File: config.mk
export PLATFORM = sky130hd
export DESIGN_NAME = implicit_array_bst_insert_search
export DESIGN_NICKNAME = d
export VERILOG_FILES = /design/src/rtl/core/iabst_pkg.sv /design/src/rtl/core/implicit_array_bst_insert_search.sv /design/src/rtl/core/iabst_ram.sv /design/src/rtl/core/iabst_ctrl.sv /design/src/rtl/core/iabst_dp.sv
export SDC_FILE = /design/constraint.sdc
export NUM_CORES = 2
export LEC_CHECK = 0
export ABC_AREA = 0
export ABC_CLOCK_PERIOD_IN_PS = 8360
export BUFFER_PORTS_ARGS = -buffer_cell sky130_fd_sc_hd__buf_2
export CAP_MARGIN = 20
export CELL_PAD_IN_SITES_DETAIL_PLACEMENT = 2
export CELL_PAD_IN_SITES_GLOBAL_PLACEMENT = 2
export CORE_MARGIN = 4
export CORE_UTILIZATION = 40
export DETAILED_ROUTE_END_ITERATION = 8
export PLACE_DENSITY_LB_ADDON = 0.1
export SLEW_MARGIN = 20
export SYNTH_ARGS = -nofsm -noshare
export SYNTH_HDL_FRONTEND = slang
export SYNTH_SLANG_ARGS = --single-unit
File: constraint.sdc
create_clock -name clk -period 8.36 [get_ports clk]
set_input_delay 1.254 -clock clk [delete_from_list [all_inputs] [get_ports clk]]
set_output_delay 1.254 -clock clk [all_outputs]
set_load 0.005 [all_outputs]
File: src/rtl/core/iabst_pkg.sv
`timescale 1ns / 1ps
package iabst_pkg;

	localparam int TREE_SLOTS = 128;
	localparam int IDX_W      = $clog2(TREE_SLOTS);
	localparam int KEY_W      = 32;
	localparam int STATUS_W   = 3;
	localparam int SLOT_W     = 7;

	localparam logic MODE_INSERT = 1'b0;
	localparam logic MODE_SEARCH = 1'b1;

	typedef enum logic [STATUS_W-1:0] {
		STAT_INSERTED  = 3'd0,
		STAT_DUPLICATE = 3'd1,
		STAT_NO_ROOM   = 3'd2,
		STAT_FOUND     = 3'd3,
		STAT_NOT_FOUND = 3'd4
	} status_t;

	// Commands from the controller to the datapath.
	typedef struct packed {
		logic start;
		logic advance;
		logic finish;
	} cmd_t;

	// Status from the datapath to the controller.
	typedef struct packed {
		logic done;
		logic out_free;
	} sts_t;

endpackage

File: src/rtl/core/implicit_array_bst_insert_search.sv
`timescale 1ns / 1ps
// Binary search tree kept in a table of TREE_SLOTS slots; the children of
// slot i are slots 2i+1 (smaller keys) and 2i+2 (larger keys).
// Input stream s_*: tdata carries the signed 32-bit key, tuser the mode
// (0 insert, 1 search). Output stream m_*: tdata carries status and slot.
// Each request walks the tree from the root, one level per cycle: the key
// memory is read once per level through its single registered port, and
// the compare of one level picks the address of the next read.
// A request holds s_tready low from acceptance until its result is loaded
// into the output register and shown on m_tvalid; with 128 slots a walk
// visits at most 8 levels (slot 127 sits one level below slot 63), and the
// next request is taken in the idle state.
// The result waits in an output register, so a new request is taken while
// the receiver stalls; that request finishes its walk and then holds until
// the output register is free.
// Reset clears all used flags at once (empty tree) and the output valid flag;
// no clearing pass is needed, since keys are read only from used slots.
module implicit_array_bst_insert_search (
	input  logic        clk,
	input  logic        arst_n,
	input  logic        s_tvalid,
	output logic        s_tready,
	input  logic [31:0] s_tdata,  // [31:0] key
	input  logic        s_tuser,  // [0] mode
	output logic        m_tvalid,
	input  logic        m_tready,
	output logic [15:0] m_tdata   // [2:0] status, [9:3] slot, [15:10] zero
);
	import iabst_pkg::*;

	cmd_t                cmd;
	sts_t                sts;
	logic [STATUS_W-1:0] status;
	logic [SLOT_W-1:0]   slot;

	iabst_ctrl u_ctrl (
		.clk      (clk),
		.arst_n   (arst_n),
		.s_tvalid (s_tvalid),
		.s_tready (s_tready),
		.sts      (sts),
		.cmd      (cmd)
	);

	iabst_dp u_dp (
		.clk        (clk),
		.arst_n     (arst_n),
		.in_mode    (s_tuser),
		.in_key     (s_tdata),
		.cmd        (cmd),
		.sts        (sts),
		.out_valid  (m_tvalid),
		.out_ready  (m_tready),
		.out_status (status),
		.out_slot   (slot)
	);

	assign m_tdata = {{(16 - STATUS_W - SLOT_W){1'b0}}, slot, status};

	// An accepted request takes ready low while it walks the tree.
	a_busy_after_accept: assert property (@(posedge clk) disable iff (!arst_n)
		(s_tvalid && s_tready) |=> !s_tready)
		else $error("ready stayed high after a request was accepted");

	// Results carry only defined status codes.
	a_status_range: assert property (@(posedge clk) disable iff (!arst_n)
		m_tvalid |-> (status <= STATUS_W'(STAT_NOT_FOUND)))
		else $error("undefined status code");

	// Only inserted and found results carry a slot.
	a_slot_zero: assert property (@(posedge clk) disable iff (!arst_n)
		(m_tvalid && (status == STATUS_W'(STAT_DUPLICATE) ||
		 status == STATUS_W'(STAT_NO_ROOM) || status == STATUS_W'(STAT_NOT_FOUND)))
		|-> (slot == '0))
		else $error("slot not zero for a result without a slot");

	// A finished walk never loads over a result the receiver has not taken.
	a_no_overwrite: assert property (@(posedge clk) disable iff (!arst_n)
		cmd.finish |-> (!m_tvalid || m_tready))
		else $error("result register overwritten while stalled");

endmodule

File: src/rtl/core/iabst_ram.sv
`timescale 1ns / 1ps
module iabst_ram #(
	parameter int WIDTH = 32,
	parameter int DEPTH = 128
) (
	input  logic                     clk,
	input  logic                     we,
	input  logic                     re,
	input  logic [$clog2(DEPTH)-1:0] addr,
	input  logic [WIDTH-1:0]         wdata,
	output logic [WIDTH-1:0]         rdata
);

	logic [WIDTH-1:0] mem_q [DEPTH];

	always_ff @(posedge clk) begin
		if (we) begin
			mem_q[addr] <= wdata;
		end
		if (re) begin
			rdata <= mem_q[addr];
		end
	end

endmodule

File: src/rtl/core/iabst_ctrl.sv
`timescale 1ns / 1ps
module iabst_ctrl (
	input  logic          clk,
	input  logic          arst_n,
	input  logic          s_tvalid,
	output logic          s_tready,
	input  iabst_pkg::sts_t sts,
	output iabst_pkg::cmd_t cmd
);
	import iabst_pkg::*;

	typedef enum logic [1:0] {
		ST_IDLE = 2'b01,
		ST_STEP = 2'b10
	} state_t;

	state_t state_q;
	state_t state_d;

	assign s_tready = (state_q == ST_IDLE);

	always_comb begin
		state_d     = state_q;
		cmd.start   = 1'b0;
		cmd.advance = 1'b0;
		cmd.finish  = 1'b0;
		unique case (state_q)
			ST_IDLE: begin
				if (s_tvalid) begin
					cmd.start = 1'b1;
					state_d   = ST_STEP;
				end
			end
			ST_STEP: begin
				if (!sts.done) begin
					cmd.advance = 1'b1;
				end else if (sts.out_free) begin
					cmd.finish = 1'b1;
					state_d    = ST_IDLE;
				end
			end
			default: begin
				state_d = ST_IDLE;
			end
		endcase
	end

	always_ff @(posedge clk or negedge arst_n) begin
		if (!arst_n) begin
			state_q <= ST_IDLE;
		end else begin
			state_q <= state_d;
		end
	end

endmodule

File: src/rtl/core/iabst_dp.sv
`timescale 1ns / 1ps
module iabst_dp (
	input  logic                              clk,
	input  logic                              arst_n,
	input  logic                              in_mode,
	input  logic [iabst_pkg::KEY_W-1:0]       in_key,
	input  iabst_pkg::cmd_t                   cmd,
	output iabst_pkg::sts_t                   sts,
	output logic                              out_valid,
	input  logic                              out_ready,
	output logic [iabst_pkg::STATUS_W-1:0]    out_status,
	output logic [iabst_pkg::SLOT_W-1:0]      out_slot
);
	import iabst_pkg::*;

	logic                  mode_q;
	logic signed [KEY_W-1:0] key_q;
	logic [IDX_W-1:0]      idx_q;
	logic [TREE_SLOTS-1:0] used_q;
	logic [KEY_W-1:0]      rdata;

	logic                  used_cur;
	logic                  key_eq;
	logic                  key_lt;
	logic [IDX_W+1:0]      child;
	logic                  child_oob;
	logic                  ram_we;
	logic                  ram_re;
	logic [IDX_W-1:0]      ram_addr;
	status_t               res_status;
	logic [SLOT_W-1:0]     res_slot;

	assign used_cur  = used_q[idx_q];
	assign key_eq    = (key_q == $signed(rdata));
	assign key_lt    = (key_q < $signed(rdata));
	// Two spare bits keep the right child of the last slot from wrapping.
	assign child     = {1'b0, idx_q, 1'b0} + (key_lt ? (IDX_W+2)'(1) : (IDX_W+2)'(2));
	assign child_oob = (child >= (IDX_W+2)'(TREE_SLOTS));

	assign sts.done     = !used_cur || key_eq || child_oob;
	assign sts.out_free = !out_valid || out_ready;

	// The key is written when an insert ends on an empty slot.
	assign ram_we   = cmd.finish && (mode_q == MODE_INSERT) && !used_cur;
	assign ram_re   = cmd.start || cmd.advance;
	assign ram_addr = ram_we ? idx_q : (cmd.start ? '0 : child[IDX_W-1:0]);

	iabst_ram #(
		.WIDTH (KEY_W),
		.DEPTH (TREE_SLOTS)
	) u_key_ram (
		.clk   (clk),
		.we    (ram_we),
		.re    (ram_re),
		.addr  (ram_addr),
		.wdata (key_q),
		.rdata (rdata)
	);

	always_comb begin
		res_slot = '0;
		if (!used_cur) begin
			if (mode_q == MODE_INSERT) begin
				res_status = STAT_INSERTED;
				res_slot   = SLOT_W'(idx_q);
			end else begin
				res_status = STAT_NOT_FOUND;
			end
		end else if (key_eq) begin
			if (mode_q == MODE_INSERT) begin
				res_status = STAT_DUPLICATE;
			end else begin
				res_status = STAT_FOUND;
				res_slot   = SLOT_W'(idx_q);
			end
		end else begin
			res_status = (mode_q == MODE_INSERT) ? STAT_NO_ROOM : STAT_NOT_FOUND;
		end
	end

	always_ff @(posedge clk) begin
		if (cmd.start) begin
			mode_q <= in_mode;
			key_q  <= in_key;
			idx_q  <= '0;
		end else if (cmd.advance) begin
			idx_q <= child[IDX_W-1:0];
		end
		if (cmd.finish) begin
			out_status <= res_status;
			out_slot   <= res_slot;
		end
	end

	always_ff @(posedge clk or negedge arst_n) begin
		if (!arst_n) begin
			used_q    <= '0;
			out_valid <= 1'b0;
		end else begin
			if (ram_we) begin
				used_q[idx_q] <= 1'b1;
			end
			if (cmd.finish) begin
				out_valid <= 1'b1;
			end else if (out_ready) begin
				out_valid <= 1'b0;
			end
		end
	end

endmodule
==> summary.txt <==
Timing
  • Setup repair after global routing missed its margin: no
  • Final count of hold timing violations: 0
  • Headroom to the max-slew limit: approximately 12%
  • Time the final worst path needs with I/O delays and setup: 8.23 ns
  • Slew of the pin with the lowest slew margin: 1.33 ns
  • Fmax: 122 MHz
  • Worst hold slack: 0.284 ns
  • Worst clock skew: 0.0855 ns
  • Number of max-slew violations in the final report: 0
  • Endpoints failing setup: 0
  • Portion of the clock cycle consumed by the worst path in the final layout: 98.4%

Critical path
  • Buffering stage count on the worst path with inverters included: 2
  • Critical path launch point type: register
  • Depth of the worst register-to-register path: 19
  • Reg-to-reg slack, setup: roughly 0.13 ns
  • Critical R2R Capture: u_dp.u_key_ram.rdata[19]
  • Worst Path Arrival: 8.96 ns
  • CP max stage delay: about 0.92 ns
  • Startpoint of the lowest-slack register-to-register path: u_dp.key_q[27]
  • Critical path required time: 9.09 ns
  • Largest delay share family, worst path: simple AND/OR/NAND/NOR gates
  • Critical Path Slowest Stage Cell: o41ai_1
  • Cell breakdown of the critical path: ha_1 > a2111oi_0 > o21ai_0 > o2111ai_1 > nand3_1 > or4_1 > nand2_1 > ha_1 > xor2_1 > nand3_1 > a21oi_1 > a21oi_4 > buf_12 > buf_4 > a21oi_1 > o41ai_1 > nand2_1 > nand4b_1 > and4_1
  • Biggest fanout along the worst timing path: 33
  • Critical Path End Type: register
  • Critical setup path kind: register to register

Clock tree
  • Clock tree from TritonCTS: yes
  • Total CTS buffers: 467
  • Setup Buffers After CTS: 0
  • Deepest level of the CTS H-tree: 5
  • Clock sinks: 4309
  • Quantity of hold-fixing buffers added after cts: 0
  • Buffer type at the clock tree root: clkbuf_16
  • CTS clk-pin slew, worst paths: approximately 0.06 ns
  • Skew-Pair Late Insertion Delay: 1.05 ns
  • Longest Clk Path Bufs: 4

Finish
  • Post-Layout Cell Count: 16800
  • Share of final-layout standard cells stronger than drive strength 1: 12.4%
  • Area overhead of the layout relative to synthesis: 14.4%
  • Net total in the final layout: 10800
  • Filler cells: 39400
  • Final core occ: 45.9%

Yosys
  • Number of enable-type register cells in the synthesized netlist: 4171
  • Synth cell types: 57
  • Sequential element share of the synthesized area: 75.8%
  • Flops & latches, synth: approximately 4300
  • Total number of yosys warnings: 0
  • Primary flip-flop cell chosen by synthesis mapping: edfxtp_1
  • Netlist Area Pre-Place: 170000 µm²
  • Mean area per synthesized cell: 16.3 µm²
  • Async SR Flop Fraction: 3.04%
  • Post-synthesis instance total: about 10000

Place
  • Placer's final routability congestion estimate: 0.851
  • Buffers added on ports: 48
  • Placed Cells incl. Taps: 15900
  • DP HPWL: 370000 µm

Routing
  • Wire length per cell after detailed routing: 37.8 µm
  • Post-Route WL: 634000 µm
  • First-pass detailed-route iteration total: 5
  • Final routed DRC violation total: 0
  • Via-per-instance ratio: 6.20
  • Initial DRC count: 13600
  • Total number of vias: between 100k and 150k
  • Post-detailed-route count of antenna-violating nets: 0

Pwr
  • Cell leakage power: 66.8 nW
  • Overall Power: 78.7 mW
  • Maximum vdd drop: between 500 and 600 µV
  • Power Density: 405 nW/µm²

GRT
  • Total GRT Usage: 28.4%
  • Number of antenna violations at the first check in global routing: 96
  • Global route overflow: 0
  • Pin count of the biggest net entering global routing: 166
  • Via count of the first global-routing pass: 108000
  • Global-route wire length before repair: 881000 µm

Flow run
  • Number of max-capacitance violations reported: 0

Die
  • Die area: 435000 µm²
  • Standard cell core area: 423000 µm²
  • Chip height: 660 µm
  • Io pins: 55
  • Chip Width: 660 µm
  • Effective utilization at floorplan: 40.1%
  • Number of placement rows: approximately 240

Outcome
  • Outcome: finished clean

Min path
  • Worst min path class: input port to asynchronous set/reset pin
==> layout make-up <==
class                   count  area [µm²]  share of cell area (%)
multi-input cells        5320       38500                    19.8
repair buffers            548        4940                    2.54
inverters                  37         139                  0.0715
diodes                     21        52.6                  0.0271
clock buffers             584       12400                    6.36
flip-flops and latches   4309      129000                    66.2
well taps                5663        7090                    3.65
clock inverters           270        2500                    1.29
==> through the flow <==
| step | cell area [µm²] | worst slack (ns) | setup TNS (ns) |
|---|---|---|---|
| after floorplan | 170000 | 0.986 | 0 |
| after global placement | 179000 | -0.294 | -0.511 |
| after detailed placement | 179000 | 0.00944 | 0 |
| after CTS | 194000 | 0.0271 | 0 |
| after global routing | 194000 | 0.0995 | 0 |
| final | 194000 | 0.131 | 0 |
==> cell usage after synthesis (35+ instances only) <==
library cell,instances,area (µm²)
a21o_1,123,923
mux2i_1,1574,15800
o22ai_1,787,4920
nand3_1,528,2640
inv_1,36,135
buf_6,78,878
buf_4,70,526
a22oi_1,132,991
dfrtp_1,130,3250
clkbuf_1,458,1720
nor2_1,165,619
buf_2,72,360
nand4b_1,124,1090
buf_1,87,327
o41ai_1,125,1090
ha_1,35,438
a21oi_1,431,2160
edfxtp_1,4171,125000
nand2_1,209,785
o21ai_0,901,4510
==> state kept, by name, indices dropped and copies added, names as in the netlist <==
signal,flops
u_dp.out_status,3
u_dp.idx_q,7
u_dp.out_slot,7
u_dp.used_q,128
u_dp.u_key_ram.mem_q,4096
u_dp.key_q,32
u_dp.mode_q,1
u_ctrl.state_q,2
u_dp.out_valid,1
u_dp.u_key_ram.rdata,32
==> worst max path at each step <==
| stage | end | slack [ns] | from | cells after the start |
|---|---|---|---|---|
| 2_1_floorplan | u_dp.u_key_ram.mem_q[67][0] | 0.99 | u_dp.key_q[27] | 18 |
| 3_5_place_dp | u_dp.u_key_ram.rdata[22] | 0.009 | u_dp.key_q[27] | 19 |
| 5_1_grt | u_dp.u_key_ram.rdata[19] | 0.1 | u_dp.key_q[27] | 19 |
| 6_report | u_dp.u_key_ram.rdata[19] | 0.13 | u_dp.key_q[27] | 19 |
| 4_1_cts | u_dp.u_key_ram.rdata[19] | 0.03 | u_dp.key_q[27] | 18 |
| 3_3_place_gp | u_dp.u_key_ram.rdata[9] | -0.29 | u_dp.u_key_ram.rdata[27] | 19 |
==> report_power, final <==
group,leakage [nW],internal (mW),switching (mW),total (mW)
logic,20.2,10.4,22.5,32.9
registers,39.4,25.1,0.202,25.3
clock network,7.24,11.7,8.81,20.5
total,66.8,47.1,31.6,78.7
==> worst register-to-register path: cells and delay by family (launching register included) <==
| family | cells | cell delay [ns] |
|---|---|---|
| AND/OR/NAND/NOR | 7 | 3.21 |
| flip-flops | 1 | 0.40 |
| buffers and inverters | 2 | 0.95 |
| AO/OA/AOI/OAI | 7 | 2.53 |
| XOR/XNOR | 1 | 0.15 |
| adder cells (fa/ha/maj) | 2 | 0.72 |
==> cell usage in the layout (no fill, tap or decap), drive strengths merged, types with 6 or more instances in the layout <==
cell / n
edfxtp: 4171
mux2i: 1574
o21ai: 917
o22ai: 787
clkbuf: 584
buf: 548
nand3: 528
a21oi: 431
nand2: 210
clkinv: 210
nor2: 165
a22oi: 132
dfrtp: 130
o41ai: 125
nand4b: 124
a21o: 123
inv: 48
bufinv: 41
ha: 35
and4: 31
diode: 21
and2: 16
nand4: 14
or2: 14
nor3: 14
nor2b: 10
clkinvlp: 8
nand2b: 8
o31a: 7
dfxtp: 7
nor4: 7
conb: 6
==> logic make-up (layout without fill, tap and decap cells) <==
kind of cell | after synthesis | after routing | share of synthesized area (%)
flops | 4309 | 4309 | 75.8
compound gates | 2548 | 2548 | 8.81
mux | 1577 | 1577 | 9.30
simple gates | 1149 | 1149 | 3.52
buf+inv | 803 | 1439 | 2.33
fa+ha+maj | 35 | 35 | 0.258
xor+xnor | 5 | 5 | 0.0258
other cells | 1 | 27 | 0.00221
==> per-layer routing <==
layer | track usage, % | vias up | wire (µm)
met4 | 8.64 | 16 | 20300
met1 | 41.0 | 56500 | 274000
met5 | 0 | - | 120
met2 | 44.9 | 4258 | 294000
li1 | - | 42200 | -
met3 | 3.67 | 902 | 45500
==> what timing repair did <==
action | 4_1_cts | 5_1_grt
endpoints found under the setup margin | 1 | 11
pin swaps | 0 | 1
hold endpoints to repair | 0 | 0
gates resized for setup | 1 | 3
Power figures use the tool's default switching activity.
